===== src/hdl/boxf_pkg.sv =====
`timescale 1ns / 1ps
package boxf_pkg;

   // Field and register widths
   localparam int COL_BITS      = 9;
   localparam int ROW_BITS      = 13;
   localparam int OUT_X_BITS    = 8;
   localparam int OUT_Y_BITS    = 12;
   localparam int MEAN_BITS     = 16;
   localparam int PIXEL_IN_BITS = 16;
   localparam int CSR_ADDR_BITS = 1;
   localparam int CSR_DATA_BITS = 13;

   // Frame height limit
   localparam logic [ROW_BITS-1:0] HEIGHT_MAX = 13'd4096;

   // Register reset values
   localparam logic [COL_BITS-1:0] WIDTH_RESET  = 9'd256;
   localparam logic [ROW_BITS-1:0] HEIGHT_RESET = 13'd256;

   // Register indexes
   localparam logic [CSR_ADDR_BITS-1:0] CSR_FRAME_WIDTH  = 1'b0;
   localparam logic [CSR_ADDR_BITS-1:0] CSR_FRAME_HEIGHT = 1'b1;

   // Job queue between front and back
   localparam int QUEUE_DEPTH    = 4;
   localparam int QUEUE_PTR_BITS = $clog2(QUEUE_DEPTH);
   localparam int QUEUE_CNT_BITS = $clog2(QUEUE_DEPTH + 1);

   // Position and neighbor validity of one output pixel
   typedef struct packed {
      logic [OUT_X_BITS-1:0] out_x;
      logic [OUT_Y_BITS-1:0] out_y;
      logic                  frame_end;
      logic                  row_lo_ok;
      logic                  row_hi_ok;
      logic                  col_lo_ok;
      logic                  col_hi_ok;
   } job_ctl_type;

endpackage


===== src/hdl/boxf_queue.sv =====
`timescale 1ns / 1ps
module boxf_queue #(
   parameter int DATA_BITS = 64
) (
   input  logic                                clock,
   input  logic                                reset,
   input  logic                                push,
   input  logic [DATA_BITS-1:0]                push_data,
   input  logic                                pop,
   output logic [DATA_BITS-1:0]                head_data,
   output logic                                not_empty,
   output logic [boxf_pkg::QUEUE_CNT_BITS-1:0] count
);

   localparam int PB = boxf_pkg::QUEUE_PTR_BITS;
   localparam int NB = boxf_pkg::QUEUE_CNT_BITS;

   logic [DATA_BITS-1:0] slot_ff [boxf_pkg::QUEUE_DEPTH];
   logic [PB-1:0] wr_ptr_ff, rd_ptr_ff;
   logic [NB-1:0] count_ff;

   function automatic logic [PB-1:0] next_ptr(input logic [PB-1:0] ptr);
      next_ptr = (ptr == PB'(boxf_pkg::QUEUE_DEPTH - 1)) ? '0 : ptr + PB'(1);
   endfunction

   // Store pushed jobs
   always_ff @(posedge clock) begin
      if (push) begin
         slot_ff[wr_ptr_ff] <= push_data;
      end
   end

   // Track pointers and fill level
   always_ff @(posedge clock) begin
      if (reset) begin
         wr_ptr_ff <= '0;
         rd_ptr_ff <= '0;
         count_ff  <= '0;
      end else begin
         if (push) begin
            wr_ptr_ff <= next_ptr(wr_ptr_ff);
         end
         if (pop) begin
            rd_ptr_ff <= next_ptr(rd_ptr_ff);
         end
         if (push && !pop) begin
            count_ff <= count_ff + NB'(1);
         end else if (pop && !push) begin
            count_ff <= count_ff - NB'(1);
         end
      end
   end

   assign head_data = slot_ff[rd_ptr_ff];
   assign not_empty = (count_ff != '0);
   assign count     = count_ff;

endmodule


===== config.mk =====
export PLATFORM = sky130hd
export DESIGN_NAME = boxf_queue
export DESIGN_NICKNAME = d
export VERILOG_FILES = /design/src/hdl/boxf_pkg.sv /design/src/hdl/boxf_queue.sv
export SDC_FILE = /design/constraint.sdc
export NUM_CORES = 1
export LEC_CHECK = 0
export ABC_CLOCK_PERIOD_IN_PS = 2400
export BUFFER_PORTS_ARGS = -buffer_cell sky130_fd_sc_hd__buf_2
export CELL_PAD_IN_SITES_DETAIL_PLACEMENT = 0
export CELL_PAD_IN_SITES_GLOBAL_PLACEMENT = 1
export CORE_ASPECT_RATIO = 2
export CORE_MARGIN = 2
export CORE_UTILIZATION = 45
export DETAILED_ROUTE_END_ITERATION = 10
export GPL_TIMING_DRIVEN = 0
export PLACE_DENSITY_LB_ADDON = 0.1
export SLEW_MARGIN = 20
export SYNTH_ARGS = -nofsm -noshare
export SYNTH_HDL_FRONTEND = slang
export SYNTH_SLANG_ARGS = --single-unit

===== constraint.sdc =====
create_clock -name clock -period 2.4 [get_ports clock]
set_input_delay 0.12 -clock clock [delete_from_list [all_inputs] [get_ports clock]]
set_output_delay 0.12 -clock clock [all_outputs]
set_load 0.005 [all_outputs]

# Word level (Yosys, flattened, before mapping)
# Memories as Yosys holds them, arrays and structs flattened. A register that Yosys moved wholly into a read port is not among the register bits.
# Index checks and enable logic that the tools add are counted.
[totals] ff_bits=7 ramBits=256 input_bits=68 out_inout_bits=68 elab_cells=24 n_memories=1
[mem_list] name="slot_ff" depth=4 width=64 rd=1 rd_clocked_by_memory_dff=1 wr=1 line_no="boxf_queue.sv:18" text="logic [DATA_BITS-1:0] slot_ff [boxf_pkg::QUEUE_DEPTH];"
[classes] add_sub_neg=4 n_eq_ne=2 muxes=8 n_reduce_logical=6
[op_table] op="$mux 2" n=4
[op_table] op="$mux 3" n=2
[op_table] op="$add 2x1->2 const B" n=2
[op_table] op="$eq 2x2->1 const B" n=2
[op_table] op="$add 3x1->3 const B" n=1
[op_table] op="$reduce_bool 3->1" n=1
[op_table] op="$sub 3x1->3 const B" n=1
[op_table] op="$logic_and 1x1->1" n=2
[op_table] op="$logic_not 1->1" n=2
[op_table] op="$mux 1" n=2
[op_table] op="$reduce_bool 2->1" n=1

# Longest topological paths before layout
# Gate-level depths: netlist of the first run.
[depth] ltp_word=4 mapped_depth=7 ltp_nobuf=7

# Worst setup path before layout of the first run
# OpenSTA, ideal clock, no wires.
[synth_timing] path_type="register -> register" startpoint="register wr_ptr_ff[0]" endpoint="memory slot_ff[3][0], enable pin" setup_ps=428 t_arrival_ps=2054 t_required_ps=1972 setup_slack_ps=-83 path_stages_with_launch=3 path_buffers=0 synth_period_minus_slack_ps=2483 cell_sequence="dfxtp_1 > ha_1 > and2_1"
[synth_rtl] item="from (decl)" line_no="boxf_queue.sv:19" text="logic [PB-1:0] wr_ptr_ff, rd_ptr_ff;"
[synth_rtl] item="from (signal assigned)" line_no="boxf_queue.sv:41" text="wr_ptr_ff <= next_ptr(wr_ptr_ff);"
[synth_rtl] item="to (decl)" line_no="boxf_queue.sv:18"
# No word-level cell before the write port.

==> run metrics, run 1 <==
Initial Util 45.5%; worst hold slack 358 ps; worst path cell trace clkbuf_2, buf_2, mux4_2, buf_2; Final Hold Viols 0; CP endpoint head_data[48]; chip width about 110 um; most used cell, CP buf_2; final net count ~700; Setup Viol. Count Final 0; Fmax around 480 MHz; DIE AREA 22,900 um2; PD cells 782 nW/um2; initial DRC count 157; post-layout min period just over 2000 ps; setup bufs post-CTS 0; critical path's top delay family buffers and inverters; vias in the first global route 5,190; instance count on the critical path 4; Placed Cells between 700 and 800; number of top-level pins between 100 and 150; FF-to-FF Start wr_ptr_ff[0]; CP Capture Type output pin; crit path launch type register; clock root cell clkbuf_16; Bufs and invs on worst path 3; Crit Path Class reg -> out; RR Endpoint slot_ff[3][55]; share of layout cells above drive strength 1 approximately two fifths; most frequent cells in the layout edfxtp_1, buf_2, dlygate4sd3_1; initial antenna violation count 0; Arr. time, crit path ~1900 ps; Leak Pwr 4.20 nW; fin area about 12,000 um2; CTS Sinks 265; first-pass GRT wire length 27.7 mm; # fillers 1,692; number of buffers created by CTS 23; Worst-path clk slew 60 ps; Slowest-stage cell, CP mux4_2; H-tree levels 1; worst vdd ir 0.658 mV; most common cell after layout, fill and taps aside edfxtp_1; RSZ-0062 raised after global routing no; period utilisation layout 86.0%; Critical Path RT 2280 ps; sequential cell area fraction in the yosys report 80.7%; slowest stage delay, CP 390 ps; Distinct cells, synth 19; HP Class in -> reg; outcome complete, no violations; GPL Wtd Cong roughly 0.68; Post-CTS Hold Fix Bufs 67; largest net degree at the start of global routing 40; total global-route track usage 16.2%; Area growth syn-to-layout 25.1%; DRT antenna net count 0; Syn Nets ~450; Slew headroom 66.5%; DRC violations left 0; PostCTS Resize Cnt 0; cell count after synthesis ~380; drt wl/cell 20.0 um; drt total wl 17.9 mm; clk_lat worst skew roughly 500 ps; Finished Layout Cells between 800 and 900; fin util a little under three fifths; Mapped Area 9740 um2; # Max-Cap Violations 0; routed via count 4,561; skew final 5.58 ps; via-per-instance ratio 5.10; Die Span Y 212 um; Synth Warn # 0; Least-Margin Pin Slew roughly 500 ps; TritonCTS clock tree done; placed cell areas 10,900 um2; Seq cells post-synth around 270; Post-DP HPWL 11.2 mm; total gr overflow 0; R2R Setup Slk between 600 and 700 ps; Worst R2R Path Depth 3; port bufs 135; crit-path max FO 10; Avg Inst Size Synth 25.8 um2; cell row count 76; CORE AREA roughly 21,000 um2; final slew viol count 0; Setup TNS 0 ps; DR pass1 iterations 4; CTS Buffer Depth 3; antenna cells 0
-- cell usage after synthesis --
library cell	number	area share, %
or3_1	2	0.13
mux2i_1	4	0.41
nor2_1	7	0.27
buf_2	6	0.31
clkbuf_2	1	0.051
a21oi_1	2	0.10
buf_12	6	1.2
o21ai_0	1	0.051
mux4_1	4	1.1
dfxtp_1	9	1.8
and2_1	4	0.26
edfxtp_1	256	79
fa_1	1	0.21
ha_1	6	0.77
nor3b_1	1	0.077
mux4_2	60	14
xor2_1	2	0.18
inv_1	4	0.15
buf_6	1	0.12
-- where the power goes --
group          internal, mW  switching (mW)
sequential             5.29          0.0533
combinational         0.500           0.435
clock                  1.75            1.49
-- logic make-up after synthesis --
group	share of synthesized area (%)
multiplexers	15.4
XOR/XNOR	0.180
buffers and inverters	1.86
flip-flops	80.7
AO/OA/AOI/OAI	0.154
adder cells (fa/ha/maj)	0.976
AND/OR/NAND/NOR	0.732
-- metal layers --
layer / wire length, um / track usage (%) / up-vias
li1: - / - / 2068
met1: 6410 / 17.7 / 2353
met2: 10200 / 30.6 / 112
met3: 839 / 2.73 / 28
met4: 432 / 6.01 / 0
met5: 0 / 0 / -
-- worst reg2reg max path, delay by kind of cell (launching register included) --
| kind | cells | cell delay [ps] |
|---|---|---|
| fa+ha+maj | 1 | 200 |
| simple gates | 1 | 470 |
| flops | 1 | 400 |
| buf+inv | 1 | 290 |
-- stage by stage --
step / power [mW] / setup WS [ps]
floorplan: 5.90 / 610
global placement: 6.28 / -63.4
detailed placement: 6.33 / 638
CTS: 9.67 / 273
global route: 9.90 / 221
finish: 9.53 / 335
-- flip-flops by register name (all words and copies together) (netlist names), named ones only --
signal     count
slot_ff      256
count          3
rd_ptr_ff      2
wr_ptr_ff      2
-- worst min-delay path by stage --
stage / depth (start not counted) / endpoint / startpoint
2_1_floorplan: 1 / count[2] / reset
4_1_cts: 2 / slot_ff[2][27] / push_data[27]
3_5_place_dp: 1 / slot_ff[0][2] / push_data[2]
5_1_grt: 2 / slot_ff[1][11] / push_data[11]
3_3_place_gp: 1 / slot_ff[0][31] / push_data[31]
6_report: 2 / slot_ff[2][51] / push_data[51]
-- layout make-up --
class / instances / area [um2] / share of cell area (%)
Sequential cell: 265 / 7870 / 64.6
Multi-Input combinational cell: 94 / 1710 / 14.0
Timing Repair Buffer: 206 / 1450 / 11.9
Clock buffer: 28 / 594 / 4.88
Tap cell: 273 / 342 / 2.80
Buffer: 14 / 166 / 1.37
Clock inverter: 10 / 47.5 / 0.390
Inverter: 4 / 15.0 / 0.123
(Power assumes the default switching activity.)
==> run 2, diff against run 1 <==
Settings changed: ABC_CLOCK_PERIOD_IN_PS 2400 to 2450, CORE_UTILIZATION 45 to 54.
Clock period 2.4 ns to 2.45 ns, I/O delays scaled along.
==> run 2 against run 1 <==
  * Global-route usage grew 2.4 points
  * Largest power group unchanged
  * Worst setup slack gained 63 ps
  * Highest routed layer unchanged
  * Critical path type unchanged
  * Critical endpoint is now head_data[57]
  * Largest cell class unchanged
  * First-iteration DRC count shrank 1.3%
==> run metrics, run 2 (synthesis gave the netlist of run 1 again) <==
outcome complete, no violations; CP Capture Type output pin; FF-to-FF Start wr_ptr_ff[0]; skew final 8.34 ps; worst hold start push_data[34]; port bufs ~140; drt total wl 17.4 mm; CORE AREA ~18,000 um2; PD cells 785 nW/um2; Arr. time, crit path 1930 ps; HP Class in -> reg; fin area approximately 12,000 um2; Least-Margin Pin Slew 535 ps; largest net degree at the start of global routing 47; antenna cells 0; chip width between 90 and 100 um; TritonCTS clock tree done; Worst-path clk slew ~70 ps; via-per-instance ratio 5.50; final net count 682; number of buffers created by CTS 22; worst hold slack 370 ps; PostCTS Resize Cnt 0; share of layout cells above drive strength 1 39.3%; Critical Path RT between 2000 and 2500 ps; DRT antenna net count 0; H-tree levels 1; crit path launch type register; first-pass GRT wire length 27.3 mm; most frequent cells in the layout edfxtp_1, buf_2, dlygate4sd3_1; Setup Viol. Count Final 0; Die Span Y a little under 200 um; setup bufs post-CTS 0; Final Hold Viols 0; Initial Util 55.1%; number of flip-flops in the largest register 256; period utilisation layout a little over four fifths; final slew viol count 0; Area growth syn-to-layout 24.8%; routed via count approximately 4,600; Post-CTS Hold Fix Bufs 67; DR pass1 iterations 4; RSZ-0062 raised after global routing no; clk_lat worst skew approximately 500 ps; most common cell after layout, fill and taps aside edfxtp_1; crit-path max FO 10; placed cell areas 10,800 um2; cell row count just under 70; Leak Pwr 4.22 nW; drt wl/cell 20.8 um; post-layout min period 2050 ps; # Max-Cap Violations 0; Setup TNS 0 ps; CTS Sinks ~270; CTS Buffer Depth 3; GPL Wtd Cong 0.703; number of top-level pins 136; worst vdd ir 0.671 mV; vias in the first global route 5,210; Fmax 487 MHz; Crit Path Class reg -> out; total global-route track usage 18.5%; clock root cell clkbuf_16; total gr overflow 0; DRC violations left 0; initial DRC count roughly 160; initial antenna violation count 0; Top reg by flops slot_ff; DIE AREA 19,200 um2; Post-DP HPWL approximately 10 mm; fin util 68.7%; Slew headroom 64.3%
==> run 2: worst paths after layout <==
path                            slack [ps]        endpoint  cells past startpoint
worst min-delay path                   370  slot_ff[2][34]                      2
worst max register to register         720   slot_ff[0][0]                      4
worst max-delay path                   400   head_data[57]                      4
worst min register to register         540        count[2]                      2
==> run 2: per-stage QoR <==
| step | power, mW | worst slack [ps] | std cells |
|---|---|---|---|
| after CTS | 9.66 | 319 | 836 |
| after detailed placement | 6.19 | 687 | 729 |
| after global routing | 9.89 | 293 | 836 |
| after floorplan | 5.78 | 660 | 377 |
| final | 9.55 | 398 | 836 |
| after global placement | 6.13 | 43.0 | 725 |
==> run 2: report_power, final <==
part	leakage, nW	internal, mW	switching (mW)	total, mW
logic	1.45	0.487	0.423	0.910
clock network	0.337	1.92	1.48	3.40
registers	2.43	5.19	0.0532	5.24
total	4.22	7.59	1.96	9.55
==> run 2: layer usage <==
layer | vias to the layer above | global-route usage [%] | wire (um)
met3 | 30 | 3.17 | 778
met1 | 2388 | 21.5 | 6480
met5 | - | 0 | 0
li1 | 2074 | - | -
met4 | 0 | 6.04 | 415
met2 | 106 | 34.3 | 9720
==> run 2: final cells by class <==
| class | count | area, um2 |
|---|---|---|
| Fill cell | 1122 | 5540 |
| Timing Repair Buffer | 206 | 1440 |
| Tap cell | 213 | 267 |
| Sequential cell | 265 | 7870 |
| Clock inverter | 13 | 108 |
| Clock buffer | 27 | 591 |
| Buffer | 14 | 166 |
| Multi-Input combinational cell | 94 | 1710 |
| Inverter | 4 | 15.0 |
==> run 2: critical path: stages (launching register included) <==
cell	delay, ps
dfxtp_1	330
buf_6	220
buf_12	180
mux4_2	550
buf_2	150
==> run 3, diff against run 2 <==
Settings changed: ABC_CLOCK_PERIOD_IN_PS 2450 to 2000, CORE_UTILIZATION 54 to 50.
Clock period 2.45 ns to 2 ns, I/O delays scaled along.
==> run 3 against run 2 <==
  * Critical path depth unchanged
  * Core utilization down 3.6 points
  * Die area up 7.8%
  * Non-clock buffer count up 8
  * First-iteration DRC count up 33%
  * Clock-buffer cell count up 1
  * Clock skew down 2.0 ps
  * Final area up 2.7%
  * Critical endpoint is now head_data[44]
  * Largest cell class unchanged
  * Largest power group unchanged
==> run metrics, run 3 (synthesis gave the netlist of run 1 again) <==
slowest stage delay, CP 500 ps; drt total wl roughly 18 mm; final setup margin 24.5 ps; HP Class in -> reg; Die Span Y 201 um; Placed Cells 775; final net count 690; crit path launch type register; Bufs and invs on worst path 3; worst path cell trace buf_12, clkbuf_16, mux4_2, buf_2; outcome complete, no violations; initial DRC count 206; clk_lat worst skew 510 ps; clock root cell clkbuf_16; Critical Path RT roughly 1900 ps; final slew viol count 0; post-layout min period 1980 ps; worst vdd ir between 0.8 and 0.9 mV; Area growth syn-to-layout 28.2%; DR pass1 iterations 4; Least-Margin Pin Slew between 400 and 500 ps; period utilisation layout 98.8%; Finished Layout Cells 890; port bufs 135; routed via count 4,610; Leak Pwr roughly 4.3 nW; GPL Wtd Cong slightly above 0.7; PD cells 951 nW/um2; critical path's top delay family multiplexers; number of top-level pins about 140; placed cell areas 10,900 um2; DIE AREA 20,700 um2; DRC violations left 0; fin area 12,500 um2; Fmax between 500 and 600 MHz; Setup Viol. Count Final 0; number of flip-flops in the largest register 256; crit-path max FO 6; DRT antenna net count 0; Worst R2R Path Depth 3; H-tree levels 1; Hold Crit Depth 2; instance count on the critical path 4; skew final 6.29 ps; # Max-Cap Violations 0; CTS Sinks 265; number of buffers created by CTS 22; CP Capture Type output pin; most frequent cells in the layout edfxtp_1, buf_2, dlygate4sd3_1; largest net degree at the start of global routing 45; RSZ-0062 raised after global routing yes; Initial Util 50.8%; total global-route track usage 17.8%; first-pass GRT wire length roughly 28 mm; total gr overflow 0; initial antenna violation count 0; Arr. time, crit path 1880 ps; chip width approximately 100 um; Slowest-stage cell, CP mux4_2; Worst-path clk slew approximately 70 ps; vias in the first global route 5,192; CORE AREA 19,200 um2; Slew headroom 72.0%; antenna cells 0; pre-CTS WS 320 ps; CTS Buffer Depth 3; met1 Track Usage GR 20.6%; Top reg by flops slot_ff; Post-DP HPWL 10.5 mm; share of layout cells above drive strength 1 41.4%; global routing's busiest layer met2; most common cell after layout, fill and taps aside edfxtp_1; via-per-instance ratio 5.18; met2 usage 32.9%; Final Hold Viols 0; met3 layer usage reported by global route 3.27%; Crit Path Class reg -> out; cell row count about 70; TritonCTS clock tree done; drt wl/cell about 20 um
run 3: changes by cell type in the layout (fill, tap and decap cells not counted), sizes merged:
cell / change
clkinv: -2
inv: +1
clkbuf: +6
buf: +3
run 3: timing repair:
| action | CTS | global route |
|---|---|---|
| endpoints found under the setup margin | 60 | 41 |
| hold buffers | 67 | 0 |
| buffers inserted | 1 | 0 |
| resized for setup | 14 | 5 |
| cloned | 3 | 5 |
| endpoints found under the hold margin | 265 | 0 |
run 3: where the power goes:
part,switching [mW],internal [mW]
sequential,0.0654,6.35
combinational,0.535,0.669
clock,1.85,2.41
run 3: per-layer routing:
layer | wire [um] | up-vias
met5 | 0 | -
met4 | 306 | 0
met3 | 850 | 21
met2 | 10300 | 105
met1 | 6450 | 2397
li1 | - | 2087
run 3: metrics by stage:
stage | hold WS (ps) | total power, mW | util [%] | TNS, ps
after global placement | 310 | 7.52 | 56.0 | -105700
after floorplan | 169 | 7.08 | - | 0
after global routing | 337 | 12.3 | 65.1 | -459
final | 340 | 11.9 | 65.1 | 0
after CTS | 317 | 12.0 | 64.5 | -269
after detailed placement | 316 | 7.58 | 56.6 | 0
run 3: area by class of cell:
cell class	instances	area, um2
clock inverter	12	115
inverter	4	15.0
buffer	14	193
sequential	265	7870
tap	259	324
multi-input combinational	94	1710
timing repair buffer	214	1670
clock buffer	28	604
fill	1350	6690
run 3: final timing paths:
kind                                    start              to  slack [ps]
worst min register to register       count[2]        count[2]         550
worst min-delay path            push_data[27]  slot_ff[1][27]         340
worst max register to register   wr_ptr_ff[0]   slot_ff[3][6]         340
worst max-delay path                 register   head_data[44]          20
