==> src/hdl/boxf_pkg.sv <==
`timescale 1ns / 1ps
package boxf_pkg;

   // Field and register widths
   localparam int COL_BITS      = 9;
   localparam int ROW_BITS      = 13;
   localparam int OUT_X_BITS    = 8;
   localparam int OUT_Y_BITS    = 12;
   localparam int MEAN_BITS     = 16;
   localparam int PIXEL_IN_BITS = 16;
   localparam int CSR_ADDR_BITS = 1;
   localparam int CSR_DATA_BITS = 13;

   // Frame height limit
   localparam logic [ROW_BITS-1:0] HEIGHT_MAX = 13'd4096;

   // Register reset values
   localparam logic [COL_BITS-1:0] WIDTH_RESET  = 9'd256;
   localparam logic [ROW_BITS-1:0] HEIGHT_RESET = 13'd256;

   // Register indexes
   localparam logic [CSR_ADDR_BITS-1:0] CSR_FRAME_WIDTH  = 1'b0;
   localparam logic [CSR_ADDR_BITS-1:0] CSR_FRAME_HEIGHT = 1'b1;

   // Job queue between front and back
   localparam int QUEUE_DEPTH    = 4;
   localparam int QUEUE_PTR_BITS = $clog2(QUEUE_DEPTH);
   localparam int QUEUE_CNT_BITS = $clog2(QUEUE_DEPTH + 1);

   // Position and neighbor validity of one output pixel
   typedef struct packed {
      logic [OUT_X_BITS-1:0] out_x;
      logic [OUT_Y_BITS-1:0] out_y;
      logic                  frame_end;
      logic                  row_lo_ok;
      logic                  row_hi_ok;
      logic                  col_lo_ok;
      logic                  col_hi_ok;
   } job_ctl_type;

endpackage

==> src/hdl/boxf_back.sv <==
`timescale 1ns / 1ps
module boxf_back #(
   parameter int STORE_BITS = 16
) (
   input  logic                                 clock,
   input  logic                                 reset,
   input  logic                                 q_valid,
   input  logic [8:0][STORE_BITS-1:0]           q_win,
   input  boxf_pkg::job_ctl_type                q_ctl,
   output logic                                 pop,
   output logic                                 rsp_tvalid,
   input  logic                                 rsp_tready,
   output logic [boxf_pkg::MEAN_BITS-1:0]       rsp_mean,
   output logic [boxf_pkg::OUT_X_BITS-1:0]      rsp_x,
   output logic [boxf_pkg::OUT_Y_BITS-1:0]      rsp_y,
   output logic                                 rsp_last
);

   // Sum of up to nine pixels, and reciprocal constants for n in {4, 6, 9}:
   // floor(v / n) == (v * ceil(2^SHIFT / n)) >> SHIFT for every v below 2^ACC_BITS.
   localparam int ACC_BITS  = STORE_BITS + 4;
   localparam int SHIFT     = ACC_BITS + 4;
   localparam int MAG_BITS  = ACC_BITS + 3;
   localparam int PROD_BITS = ACC_BITS + MAG_BITS;
   localparam logic [MAG_BITS-1:0] MAG_4 = MAG_BITS'(64'd1 << (SHIFT - 2));
   localparam logic [MAG_BITS-1:0] MAG_6 = MAG_BITS'(((64'd1 << SHIFT) + 64'd5) / 64'd6);
   localparam logic [MAG_BITS-1:0] MAG_9 = MAG_BITS'(((64'd1 << SHIFT) + 64'd8) / 64'd9);

   logic advance;
   logic [2:0] row_ok, col_ok;
   logic [2:0][ACC_BITS-1:0] row_sum;
   logic [ACC_BITS-1:0] acc;
   logic [ACC_BITS-1:0] round_add;
   logic [MAG_BITS-1:0] mag;

   logic                  b1_valid_ff;
   logic [ACC_BITS-1:0]   b1_v_ff;
   logic [MAG_BITS-1:0]   b1_mag_ff;
   boxf_pkg::job_ctl_type b1_ctl_ff;

   logic                  b2_valid_ff;
   logic [PROD_BITS-1:0]  b2_prod_ff, prod;
   boxf_pkg::job_ctl_type b2_ctl_ff;

   logic                                 rsp_valid_ff;
   logic [boxf_pkg::MEAN_BITS-1:0]       mean_ff;
   logic [boxf_pkg::OUT_X_BITS-1:0]      x_ff;
   logic [boxf_pkg::OUT_Y_BITS-1:0]      y_ff;
   logic                                 last_ff;

   // Move the whole pipeline unless the result register is stalled
   assign advance = !rsp_valid_ff || rsp_tready;
   assign pop     = advance && q_valid;

   // Sum the neighbors inside the image
   assign row_ok = {q_ctl.row_hi_ok, 1'b1, q_ctl.row_lo_ok};
   assign col_ok = {q_ctl.col_hi_ok, 1'b1, q_ctl.col_lo_ok};

   always_comb begin
      for (int r = 0; r < 3; r++) begin
         row_sum[r] = (col_ok[0] ? ACC_BITS'(q_win[r*3])     : '0)
                    + ACC_BITS'(q_win[r*3 + 1])
                    + (col_ok[2] ? ACC_BITS'(q_win[r*3 + 2]) : '0);
      end
      acc = (row_ok[0] ? row_sum[0] : '0) + row_sum[1] + (row_ok[2] ? row_sum[2] : '0);
   end

   // Pick rounding offset and reciprocal from the neighbor count
   always_comb begin
      unique case ({row_ok[0] && row_ok[2], col_ok[0] && col_ok[2]})
         2'b11: begin
            round_add = ACC_BITS'(4);
            mag       = MAG_9;
         end
         2'b10, 2'b01: begin
            round_add = ACC_BITS'(3);
            mag       = MAG_6;
         end
         default: begin
            round_add = ACC_BITS'(2);
            mag       = MAG_4;
         end
      endcase
   end

   assign prod = b1_v_ff * b1_mag_ff;

   // Valid bits of the three stages
   always_ff @(posedge clock) begin
      if (reset) begin
         b1_valid_ff  <= 1'b0;
         b2_valid_ff  <= 1'b0;
         rsp_valid_ff <= 1'b0;
      end else if (advance) begin
         b1_valid_ff  <= pop;
         b2_valid_ff  <= b1_valid_ff;
         rsp_valid_ff <= b2_valid_ff;
      end
   end

   // Sum, multiply by reciprocal, shift down
   always_ff @(posedge clock) begin
      if (advance) begin
         b1_v_ff    <= acc + round_add;
         b1_mag_ff  <= mag;
         b1_ctl_ff  <= q_ctl;
         b2_prod_ff <= prod;
         b2_ctl_ff  <= b1_ctl_ff;
         mean_ff    <= boxf_pkg::MEAN_BITS'(b2_prod_ff[SHIFT +: STORE_BITS]);
         x_ff       <= b2_ctl_ff.out_x;
         y_ff       <= b2_ctl_ff.out_y;
         last_ff    <= b2_ctl_ff.frame_end;
      end
   end

   assign rsp_tvalid = rsp_valid_ff;
   assign rsp_mean   = mean_ff;
   assign rsp_x      = x_ff;
   assign rsp_y      = y_ff;
   assign rsp_last   = last_ff;

endmodule

==> config.mk <==
export PLATFORM = sky130hd
export DESIGN_NAME = boxf_back
export DESIGN_NICKNAME = d
export VERILOG_FILES = /design/src/hdl/boxf_pkg.sv /design/src/hdl/boxf_back.sv
export SDC_FILE = /design/constraint.sdc
export NUM_CORES = 1
export LEC_CHECK = 0
export BUFFER_PORTS_ARGS = -buffer_cell sky130_fd_sc_hd__buf_2
export CAP_MARGIN = 20
export CORE_MARGIN = 2
export CORE_UTILIZATION = 30
export DETAILED_ROUTE_END_ITERATION = 6
export GPL_ROUTABILITY_DRIVEN = 0
export SLEW_MARGIN = 10
export SYNTH_ARGS = -nofsm -noshare
export SYNTH_HDL_FRONTEND = slang
export SYNTH_SLANG_ARGS = --single-unit
==> constraint.sdc <==
create_clock -name clock -period 7.2 [get_ports clock]
set_input_delay 0.72 -clock clock [delete_from_list [all_inputs] [get_ports clock]]
set_output_delay 0.72 -clock clock [all_outputs]
set_load 0.05 [all_outputs]
**Word-level counts from Yosys, hierarchy flattened**

Index checks and enable logic that the tools add are counted.

- Flip-flop bits (word level): 165
- Bits of input ports: 173
- Output and inout bits: 39
- Word-level logic and storage cells: 45

- $add $sub $neg: 9
- Multiply operators: 1
- Eq/ne operators: 3
- Multiplexer cells: 10
- Reduce and logical (&&, ||, !) cells: 6

Operator list:

| operator | number |
|---|---|
| $mux 16 | 6 |
| $add 17x16->18 | 3 |
| $add 16x16->17 | 3 |
| $pmux 23 s2 | 1 |
| $mul 20x23->40 | 1 |
| $mux 18 | 2 |
| $add 19x18->20 | 1 |
| $add 20x20->20 | 1 |
| $add 18x18->19 | 1 |
| $pmux 3 s2 | 1 |
| $eq 2x2->1 const B | 2 |
| $logic_and 1x1->1 | 3 |
| $eq 2x1->1 const B | 1 |
| $reduce_or 2->1 | 1 |
| $logic_not 1->1 | 1 |
| $logic_or 1x1->1 | 1 |

**Longest topological paths before layout**

Gate-level depths: netlist (run 1).

- Depth after elaboration: 7
- Gate-level depth with buffers: 26

**Worst setup path after synthesis (run 1)**

No wires, ideal clock.

- Kind: input to register
- From: in q_ctl[0] (netlist name)
- To: reg b1_v_ff[19] (data pin)
- Library setup time: 0.135 ns
- Arrival: 6.421 ns
- Setup slack: 0.644 ns
- Stages on the path: 25
- Buffers on the path: 2
- Cell sequence: clkbuf_1 > clkbuf_1 > and2_1 > fa_1 > ha_1 > fa_1 > a21o_1 > a21o_1 > a21oi_1 > o21ai_1 > a211oi_1 > xnor2_1 > and2_1 > ha_1 > inv_1 > fa_1 > fa_1 > inv_1 > ha_1 > or2_2 > a21oi_1 > a31oi_1 > a221o_1 > or4_1 > nand3_1

- Cells in the longest elaborated chain, start to end: 6
- Elaborated cells between the ends (all ways): 17
- Classes of those cells: add/sub: 6; eq/ne: 3; mux: 6; reduce/logical: 2

RTL lines:

| item | RTL line | source |
|---|---|---|
| start: declaration | boxf_back.sv:9 | `input boxf_pkg::job_ctl_type q_ctl,` |
| $mux 16 | boxf_back.sv:63 | `+ (col_ok[2] ? ACC_BITS'(q_win[r*3 + 2]) : '0);` |
| $add 17x16->18 | boxf_back.sv:63 |  |
| $mux 18 | boxf_back.sv:65 | `acc = (row_ok[0] ? row_sum[0] : '0) + row_sum[1] + (row_ok[2] ? row_sum[2] : '0);` |
| $add 18x18->19 | boxf_back.sv:65 |  |
| $add 19x18->20 | boxf_back.sv:65 |  |
| $add 20x20->20 * | boxf_back.sv:104 | `b1_v_ff <= acc + round_add;` |
| end signal: assignment | boxf_back.sv:104 |  |
| end: declaration | boxf_back.sv:37 | `logic [ACC_BITS-1:0] b1_v_ff;` |

Mark *: on every way between the ends. The rest lies on a longest branch, timed or not.
A chain may end at the register's enable or synchronous reset.

**Worst setup path in the final report (run 1)**

- From: reg b1_mag_ff[21]
- To: reg b2_prod_ff[34] (data pin)

- Cells in the longest elaborated chain, start to end: 1

RTL lines:

| item | RTL line | source |
|---|---|---|
| start: declaration | boxf_back.sv:38 | `logic [MAG_BITS-1:0] b1_mag_ff;` |
| start signal: assignment | boxf_back.sv:105 | `b1_mag_ff <= mag;` |
| $mul 20x23->40 | boxf_back.sv:86 | `assign prod = b1_v_ff * b1_mag_ff;` |
| via prod[34] | boxf_back.sv:42 | `logic [PROD_BITS-1:0] b2_prod_ff, prod;` |
| end signal: assignment | boxf_back.sv:107 | `b2_prod_ff <= prod;` |
| end: declaration | boxf_back.sv:42 |  |

The timed path passes the listed nets, and every way through them passes these cells.

==> results of run 1 <==
## routing by layer
| layer | track usage, % | routed length (microns) | vias up | share of wire, % |
|---|---|---|---|---|
| met5 | 0 | 0 | - | 0 |
| met4 | 3.503 | 670 | 0 | 1.6 |
| met3 | 2.228 | 2122 | 39 | 5.0 |
| met2 | 23.63 | 20130 | 306 | 48 |
| met1 | 17.99 | 19290 | 5989 | 46 |
| li1 | - | - | 5971 | - |
## layout make-up
class	instances	share of cell area, %
Inverter	452	8.082
Timing Repair Buffer	228	5.638
Multi-Input combinational cell	1159	61.76
Sequential cell	122	17.31
Clock buffer	19	2.062
Clock inverter	12	0.4887
Tap cell	782	4.661
## path summary, 6_finish.rpt
| check | to | slack, ns | from | cells past startpoint |
|---|---|---|---|---|
| hold / removal | rsp_y[1] | 0.40 | b2_ctl_ff[6] | 0 |
| setup reg to reg | b2_prod_ff[34] | 0.21 | b1_mag_ff[21] | 21 |
| hold reg to reg | rsp_y[1] | 0.40 | b2_ctl_ff[6] | 0 |
| setup / recovery | b2_prod_ff[34] | 0.21 | b1_mag_ff[21] | 21 |
## registers in the layout, summed over array words and instances, names as in the netlist, 4 cells and up
register	flops
rsp_x	8
b2_prod_ff	16
rsp_mean	16
b2_ctl_ff	21
rsp_y	12
b1_ctl_ff	21
b1_mag_ff	4
b1_v_ff	20
## cell families (layout without fill, tap and decap cells)
logic type                 after synthesis  after routing  synth area share (%)
adders and majority gates              549            549                 49.47
buffers and inverters                  481            711                 9.878
and+or+nand+nor                        374            374                 11.26
AOI/OAI and AO/OA                      154            154                 5.708
DFF                                    122            122                 19.76
xor gates and xnor gates                78             78                 3.714
muxes                                    4              4                0.2177
## cell usage in the layout, fill, tap and decap left out, types with 4 or more instances in the layout
| cell type | instances |
|---|---|
| inv_1 | 452 |
| fa_1 | 297 |
| ha_1 | 252 |
| buf_2 | 211 |
| and2_1 | 167 |
| edfxtp_1 | 119 |
| nand2_1 | 79 |
| xnor2_1 | 51 |
| a21oi_1 | 51 |
| xor2_1 | 27 |
| nor2_1 | 26 |
| a21o_1 | 23 |
| nand3_1 | 18 |
| o21ai_0 | 17 |
| nor3_1 | 17 |
| clkbuf_16 | 17 |
| buf_4 | 17 |
| nand2b_1 | 11 |
| nand4_1 | 10 |
| or3_1 | 10 |
| a211oi_1 | 10 |
| and3_1 | 8 |
| o21bai_1 | 5 |
| o21ai_1 | 5 |
| a31oi_1 | 5 |
| clkinv_2 | 5 |
| o31ai_1 | 4 |
| o21a_1 | 4 |
| mux2i_1 | 4 |
| nor2b_1 | 4 |
| nand3b_1 | 4 |
| clkinvlp_4 | 4 |
## per-stage QoR
step | setup WS (ns) | hold slack, ns | TNS (ns)
global placement | 0.2889 | 0.4016 | 0
finish | 0.2139 | 0.4046 | 0
detailed placement | 0.08498 | 0.4045 | 0
CTS | 0.06599 | 0.4116 | 0
global route | -0.01871 | 0.4189 | -0.01871
floorplan | 0.6440 | 0.4003 | 0
## repair_timing
| action | 4_1_cts | 5_1_grt |
|---|---|---|
| gates resized for setup | 0 | 4 |
| setup buffers | 0 | 6 |
| setup endpoints to repair | 0 | 6 |
| hold endpoints to repair | 0 | 0 |
==> results.txt, run 1 <==
The post-detailed-placement cell area came out at 20,400 sq um. The area of all sequential standard cells is 3633 sq um. The area of the multi-input gates came out at 12,960 sq um. The via count of the first global-routing pass was 13.84k. The max-capacitance violation count is 0. The fraction of layout cells with a size suffix above 1 came out at 13.96%.

The layout overhead on the synthesized area came out at 14.14%. The largest net degree at the start of global routing came out at 71. Counting every net in the synthesized netlist gives 2,484. The global-route wire length before repair is 69.23 mm. The initial antenna violation count came out at 0. The effective utilization at floorplan is 30.42%. The final cell utilization of the core is 34.72%. Leaving out filler cells and counting taps, the final layout contains 2,774. The worst path in the final design needs a cycle of 6.986 ns, including I/O delays and setup. Setup repair after global routing could not meet its margin everywhere. The synthesized netlist occupies a cell area of 18,390 sq um. For the final database, setup skew stands at 0.01113 ns. Among all flip-flop cells after synthesis, the most frequent one is edfxtp_1.

The slew of the pin with the lowest slew margin is 0.8935 ns. The H-tree depth is 4. The biggest area contributor in the post-synthesis netlist is fa_1. Yosys mapped the design onto 63 distinct sky130hd cell types. The number of port buffers is 211. The total of fill cells in the finished design is 6,000. The run finished with clean final reports. The signal on the critical path passes through buf_4 -> and2_1 -> fa_1 -> inv_1 -> fa_1 -> inv_1 -> fa_1 -> fa_1 -> fa_1 -> fa_1 -> inv_1 -> fa_1 -> inv_1 -> ha_1 -> a211oi_2 -> o21ai_0 -> and3_2 -> o31ai_4 -> a31oi_4 -> or4_1 -> nand3_1. The portion of the post-synthesis area used by sequential elements came out at 19.76%. Across all layers, the routed design uses 12.31k vias.

The count of standard-cell rows came out at 90. The detailed-route DRC error count is 0. The count of buffer and inverter cells on the critical path came out at 5. The number of iterations in the first detailed-routing pass is 5. The buffer levels on the longest clock path is 2. In this run the mean area of a mapped cell was 10.44 sq um.

The final HPWL from detailed placement came out at 37.83 mm. The number of antenna diodes in the final layout is 0. Dividing the final minimum period by the clock period gives 97.03%. The mean routed wirelength per cell is 15.22 microns. The number of endpoints failing setup at the final stage came out at 0.

The width of the chip is 251.6 microns. The share of synthesized area in the top cell type comes to 32.33%. TritonCTS built the clock tree. The worst setup path is captured at a register.

By area the synthesized netlist is led by fa_1 (32%), edfxtp_1 (19%), ha_1 (17%). The total number of yosys warnings came out at 0. The worst setup path is launched from a register. In this run the worst hold path is classified as register to register. The most common cell in the netlist is inv_1. The largest individual stage delay along the critical path comes from the cell fa_1. The quantity of hold-fixing buffers added after cts is 0. The upper clock frequency limit came out at 0.1431 GHz. The full die area came out at 63,310 sq um. The worst endpoint data arrival time is 7.28 ns.

The number of placed cells counting well taps is 2,737. The finished cells cover 20,990 sq um. The die boundary height is 251.6 microns. The number of endpoints with negative hold slack in the final report came out at 0. The clock edge transition at the registers on the reported setup and hold paths came out at 0.06 ns. The biggest fanout along the worst timing path is 7. Counting every sink on the clock net gives 122.

The number of nets in the layout came out at 2,702. In this design, the critical path's most frequently occurring cell is fa_1. The headroom to the max-slew limit is 40.43%. The cell sitting at the root of the clock tree is a clkbuf_16.

The delay contributed by the slowest stage of the critical path came out at 0.65 ns. The average via count per standard cell is 4.436. The final layout contains routed wiring with a total length of 42.22 mm. For this run, asynchronously set or reset flops after synthesis account for 0%. By startpoint and endpoint, the worst setup path is classified as register to register. The commonest cells after synthesis are inv_1 (452), fa_1 (297), ha_1 (252), and2_1 (167), edfxtp_1 (119). Synthesis handed over a netlist of 1,762 instances. The final-report max-slew violation count was 0. Broken down by cell family, the worst path's largest delay share belongs to adder cells. The number of enable-type register cells in the synthesized netlist came out at 119. The combined global-route utilization of all metal layers is 13.75%. The violation count after the first detailed-routing iteration came out at 551. The global-route congestion overflow total is 0. The count of pins on the block boundary is 212. The clock buffer count from CTS came out at 17.

The number of register bits inferred by synthesis is 122. The worst path required time came out at 7.49 ns. The number of nets with antenna violations after routing is 0. The floorplan step defined a core boundary enclosing 60,470 sq um.

The clock latency on the worst-skew pair came out at 0.43 ns.
Power of run 1 is left out: the tool's default activity adds up to more than one toggle a clock period on the data nets, which glitch-free logic cannot reach.
==> run 2: changes to the inputs <==
==> constraint.sdc (replaced) <==
create_clock -name clock -period 8.8 [get_ports clock]
set_input_delay 0.88 -clock clock [delete_from_list [all_inputs] [get_ports clock]]
set_output_delay 0.88 -clock clock [all_outputs]
set_load 0.05 [all_outputs]
==> results.txt, run 2 (synthesized netlist as in run 1, its figures left out) <==
The clock tree from TritonCTS is built. The clock buffer count from CTS came out at 17. The top cell types in the final layout, fill and taps aside, are inv_1 (452), fa_1 (297), ha_1 (252), buf_2 (211), and2_1 (167). The die boundary height is 251.6 microns. The effective utilization at floorplan is 30.42%.

The number of iterations in the first detailed-routing pass came out at 5. After clock tree synthesis, the clock-pin slew on the worst setup and hold paths is 0.06 ns. Setup repair after global routing left no endpoint under its margin. For this run the aggregate overflow at the end of global routing stands at 0. The via total after detailed routing is 12.19k. The slew of the pin with the lowest slew margin came out at 0.9645 ns. The combined global-route utilization of all metal layers is 13.60%. The setup slack of the most critical reg-to-reg path came out at 1.51 ns.

The final clock skew came out at 0.01638 ns. The number of endpoints with negative hold slack in the final report is 0. STA classifies the critical path endpoint as a register. The die covers 63,310 sq um. At the end of the flow, the number of nets in the layout was 2,686.

The clock sink total is 122. In this run the cell area measured after placement is 20,320 sq um. The worst endpoint data arrival time is 7.59 ns. The number of nets with antenna violations after routing is 0. The antenna diode count came out at 0.

The total of fill cells in the finished design is 6,048. Leaving out fill and tap cells, the most frequent cell in the layout is inv_1. The number of buffers inserted by post-CTS setup repair is 0. The worst path required time came out at 9.10 ns. For this design the top-level I/O count stands at 212.

The first global-routing pass estimated 68.12 mm of wire. The worst hold path belongs to the class register to register. The number of gates resized after cts came out at 0. The average via count per standard cell came out at 4.421. The post-route non-filler standard cell count is 2,758.

The startpoint identified for the worst register-to-register timing path is b1_mag_ff[21]. STA classifies the critical path startpoint as a register. The layout overhead on the synthesized area came out at 13.52%. In this run the clock root is driven by a clkbuf_16. The most critical setup path has its startpoint at b1_mag_ff[21]. The post-route fraction of the period consumed by the critical path is 82.86%. The shortest clock period the worst path allows after layout is 7.291 ns. In the final routed layout, each cell accounts on average for 15.09 microns.

The sum of routed wire length over all layers came out at 41.62 mm. The number of endpoints failing setup at the final stage came out at 0. The max-capacitance violation count came out at 0.

The detailed-route DRC error count is 0. For the worst-skew pair, the clock arrives at the later sink with an insertion delay of 0.43 ns. In this run the deepest clock path goes through 2 buffers. The largest net degree at the start of global routing is 76. The core outline area is 60,470 sq um. The number of placed cells counting well taps came out at 2,727. Of the cells placed in the final design, the portion with a size suffix greater than 1 is 13.11%. In the final layout, the registers with the most flip-flops are b1_ctl_ff x21, b2_ctl_ff x21, b1_v_ff x20.

The area of all placed cells without fillers came out at 20,880 sq um. The initial antenna violation count came out at 0. The final sum of negative setup slack is 0 ns. The critical path is of the register to register type. The via count of the first global-routing pass came out at 13.53k. The headroom to the max-slew limit is 35.70%. The flow ran to the end, and the final reports show no timing, DRC or antenna violations.

The violation count after the first detailed-routing iteration came out at 493. The count of standard-cell rows came out at 90. The final HPWL from detailed placement came out at 37.31 mm. The final-report max-slew violation count was 0. The startpoint identified for the worst hold timing path is b1_ctl_ff[15]. The upper clock frequency limit came out at 0.1371 GHz.

In this run the worst path has a maximum fanout of 23. Port buffering added 211 buffers. The quantity of hold-fixing buffers added after cts is 0.

The H-tree generated during clock tree synthesis spans 4 levels. The width of the chip is 251.6 microns.
-- run 2: cell count changes in the layout (fill, tap and decap cells not counted), sizes merged --
cell    delta
clkbuf     -1
bufinv     +1
buf       -16
-- run 2: cell type report --
class / instances / area [sq um] / share of cell area [%]
inverters: 452 / 1697 / 8.126
multi-input cells: 1159 / 12950 / 62.02
flip-flops and latches: 122 / 3633 / 17.40
clock inverters: 13 / 128.9 / 0.6172
well taps: 782 / 978.4 / 4.686
repair buffers: 212 / 1064 / 5.093
clock buffers: 18 / 429.2 / 2.055
-- run 2: worst paths after layout --
check,endpoint,cells after the start
setup / recovery,b2_prod_ff[39],21
hold / removal,b2_ctl_ff[15],0
setup reg to reg,b2_prod_ff[39],21
hold reg to reg,b2_ctl_ff[15],0
-- run 2: metal layers --
metal	vias to the layer above	share of wire [%]	GRT usage, %
met5	-	0	0
met1	5896	45	17.19
met2	319	48	23.28
li1	5930	-	-
met4	0	1.9	3.861
met3	48	5.4	3.033
-- run 2: metrics by stage --
step | util (%) | worst slack [ns] | hold slack [ns]
after CTS | 34.53 | 1.490 | 0.4124
after global routing | 34.53 | 1.159 | 0.4175
after global placement | 33.61 | 1.501 | 0.4008
final | 34.53 | 1.509 | 0.4105
after detailed placement | 33.61 | 1.357 | 0.4045
after floorplan | - | 2.084 | 0.4003
-- run 2: critical path, cell delays in order (launching register included) --
cell and delay, ns:
edfxtp_1 0.79, and2_1 0.36, inv_1 0.10, fa_1 0.58, fa_1 0.56, fa_1 0.50, inv_1 0.05, fa_1 0.55
fa_1 0.43, fa_1 0.50, inv_1 0.05, fa_1 0.47, inv_1 0.04, ha_1 0.32, a211oi_2 0.25, o21bai_1 0.11
a22oi_1 0.20, a21oi_1 0.15, o31ai_4 0.40, a21boi_0 0.24, nor4b_1 0.35, a311o_1 0.16
Power of run 2 is left out for the same reason.
==> run 3: changes to the inputs <==
==> constraint.sdc (replaced) <==
create_clock -name clock -period 6.1 [get_ports clock]
set_input_delay 0.61 -clock clock [delete_from_list [all_inputs] [get_ports clock]]
set_output_delay 0.61 -clock clock [all_outputs]
set_load 0.05 [all_outputs]
==> results.txt, run 3 (synthesized netlist as in run 1, its figures left out) <==
The repair_antennas step left the layout with diodes totalling 0. The clock sink total is 122. The net count of the finished layout is 2,971. The die boundary height is 251.6 microns. The post-route fraction of the period consumed by the critical path came out at 108.6%.

The number of cells on the worst reg-to-reg path is 23. The slew of the pin with the lowest slew margin came out at 0.8540 ns. The clock tree from TritonCTS is built.

The largest net degree at the start of global routing came out at 69. The class of the tightest hold or removal check is input port to register. The layout has 5,927 filler cells.

The average via count per standard cell came out at 4.377. The number of placed cells counting well taps is 2,987. The full die area is 63,310 sq um.

In this run the core area contains 90 standard-cell rows. The first global-routing pass estimated 71.86 mm of wire. The largest registers in the layout are b1_ctl_ff x21, b2_ctl_ff x21, b1_v_ff x20. The via total after detailed routing is 13.32k. STA puts the critical path data arrival time at 6.81 ns.

Leaving out fill and tap cells, the most frequent cell in the layout is inv_1. In the layout the commonest cells are inv_1 (433), fa_1 (287), buf_4 (278), ha_1 (239), buf_2 (211). The final cell utilization of the core came out at 38.92%. The worst register-to-register path begins at b1_mag_ff[20]. The final clock skew is 0.01326 ns. The final worst-path setup slack came out at -0.5275 ns. Clock tree synthesis selected as its root buffer the cell clkbuf_16. Prior to clock tree synthesis, the placed netlist has a worst setup slack of -0.7635 ns. Static timing analysis puts the maximum clock frequency at 0.1509 GHz.

The clock edge transition at the registers on the reported setup and hold paths came out at 0.06 ns. The buffer levels on the longest clock path is 2. The clock latency on the worst-skew pair came out at 0.43 ns. The critical path endpoint category is a register. For this configuration, the core starts out at a cell density of 30.42%. Max-cap violations in this run came to 0. The area growth from synthesis to layout is 27.95%. For this block, the initial DRC count from the detailed router was 442. The final reports fail on negative setup slack. The number of iterations in the first detailed-routing pass is 4. The headroom to the max-slew limit came out at 43.07%. The quantity of hold-fixing buffers added after cts came out at 0. The worst setup path is of the register to register kind. The final-report max-slew violation count is 0. The post-route non-filler standard cell count came out at 3,044. The detailed-route DRC error count is 0. The global-route congestion overflow total is 0.

The biggest fanout along the worst timing path came out at 6. TritonCTS created 17 clock buffers. Setup violations remaining at the end of the flow were counted as 15. The sum of routed wire length over all layers came out at 44.75 mm. The routed design could run at a clock period as short as 6.627 ns. Setup repair after global routing could not meet its margin everywhere. The count of pins on the block boundary is 212. In this run the critical register-to-register path is captured at b2_prod_ff[39]. The width of the chip is 251.6 microns.

Input and output buffers added on the ports amount to 211. The destination of the critical timing path is b2_prod_ff[39]. In this run the number of H-tree levels came out at 4. The run finished, with violations left. The floorplan step defined a core boundary enclosing 60,470 sq um. The most critical setup path has its startpoint at b1_mag_ff[20].

The initial antenna violation count is 2. The mean routed wirelength per cell came out at 14.70 microns. The final HPWL from detailed placement is 40.09 mm. The number of nets with antenna violations after routing came out at 0.

The via count of the first global-routing pass came to 14.60k. For the worst setup path, the data required time is 6.28 ns. The fraction of layout cells with a size suffix above 1 is 28.56%.

The worst setup path is launched from a register. The setup slack of the most critical reg-to-reg path is -0.53 ns. The number of endpoints with negative hold slack in the final report came to 0. The combined global-route utilization of all metal layers came out at 14.33%.
[run 3: layout make-up]
| type | instances | area [sq um] | area share, % |
|---|---|---|---|
| flip-flops and latches | 122 | 3633 | 15.44 |
| repair buffers | 497 | 3233 | 13.74 |
| clock inverters | 13 | 151.4 | 0.6433 |
| clock buffers | 19 | 432.9 | 1.840 |
| well taps | 782 | 978.4 | 4.158 |
| inverters | 452 | 1697 | 7.209 |
| multi-input cells | 1159 | 13410 | 56.97 |
[run 3: timing repair]
action,4_1_cts,5_1_grt
buffers inserted,12,14
gates resized for setup,41,69
setup endpoints to repair,16,21
cloned,0,1
hold endpoints to repair,0,0
pin swaps,27,59
[run 3: worst max-delay path, cell delays in order, from the launching register on]
cell and delay [ns]:
edfxtp_1 0.45, buf_4 0.20, and2_1 0.17, fa_1 0.56, inv_1 0.06, fa_1 0.51
fa_1 0.52, inv_1 0.06, fa_1 0.52, fa_1 0.53, fa_1 0.49, inv_1 0.05
fa_1 0.47, inv_1 0.06, ha_4 0.28, a41oi_1 0.12, o21ai_1 0.19, nand3_1 0.13
a21oi_2 0.21, o31ai_4 0.07, buf_6 0.14, a21boi_4 0.17, nor4b_2 0.07, a311o_1 0.33
[run 3: routing by layer]
metal	vias up	wire, microns	track usage [%]
met3	56	2051	2.528
li1	6510	-	-
met5	-	32	0
met2	317	21850	25.45
met1	6437	19880	17.89
met4	4	937	3.844
[run 3: worst min path at each step]
stage / from / to / slack, ns / cells past startpoint
2_1_floorplan: b1_ctl_ff[10] / b2_ctl_ff[10] / 0.40 / 0
3_3_place_gp: b1_ctl_ff[18] / b2_ctl_ff[18] / 0.40 / 0
3_5_place_dp: b2_ctl_ff[24] / rsp_x[7] / 0.40 / 0
4_1_cts: q_ctl[10] / b1_ctl_ff[10] / 0.32 / 1
5_1_grt: q_ctl[18] / b1_ctl_ff[18] / 0.32 / 1
6_report: q_ctl[18] / b1_ctl_ff[18] / 0.35 / 1
[run 3: through the flow]
stage / cell area, sq um / TNS [ns] / hold slack [ns]
2_1_floorplan: 18510 / -0.9330 / 0.4003
3_3_place_gp: 22350 / -8.190 / 0.4005
3_5_place_dp: 22350 / -9.724 / 0.4045
4_1_cts: 23180 / -4.336 / 0.3227
5_1_grt: 23530 / -9.323 / 0.3229
6_report: 23530 / -5.232 / 0.3516
Power of run 3 is left out for the same reason.
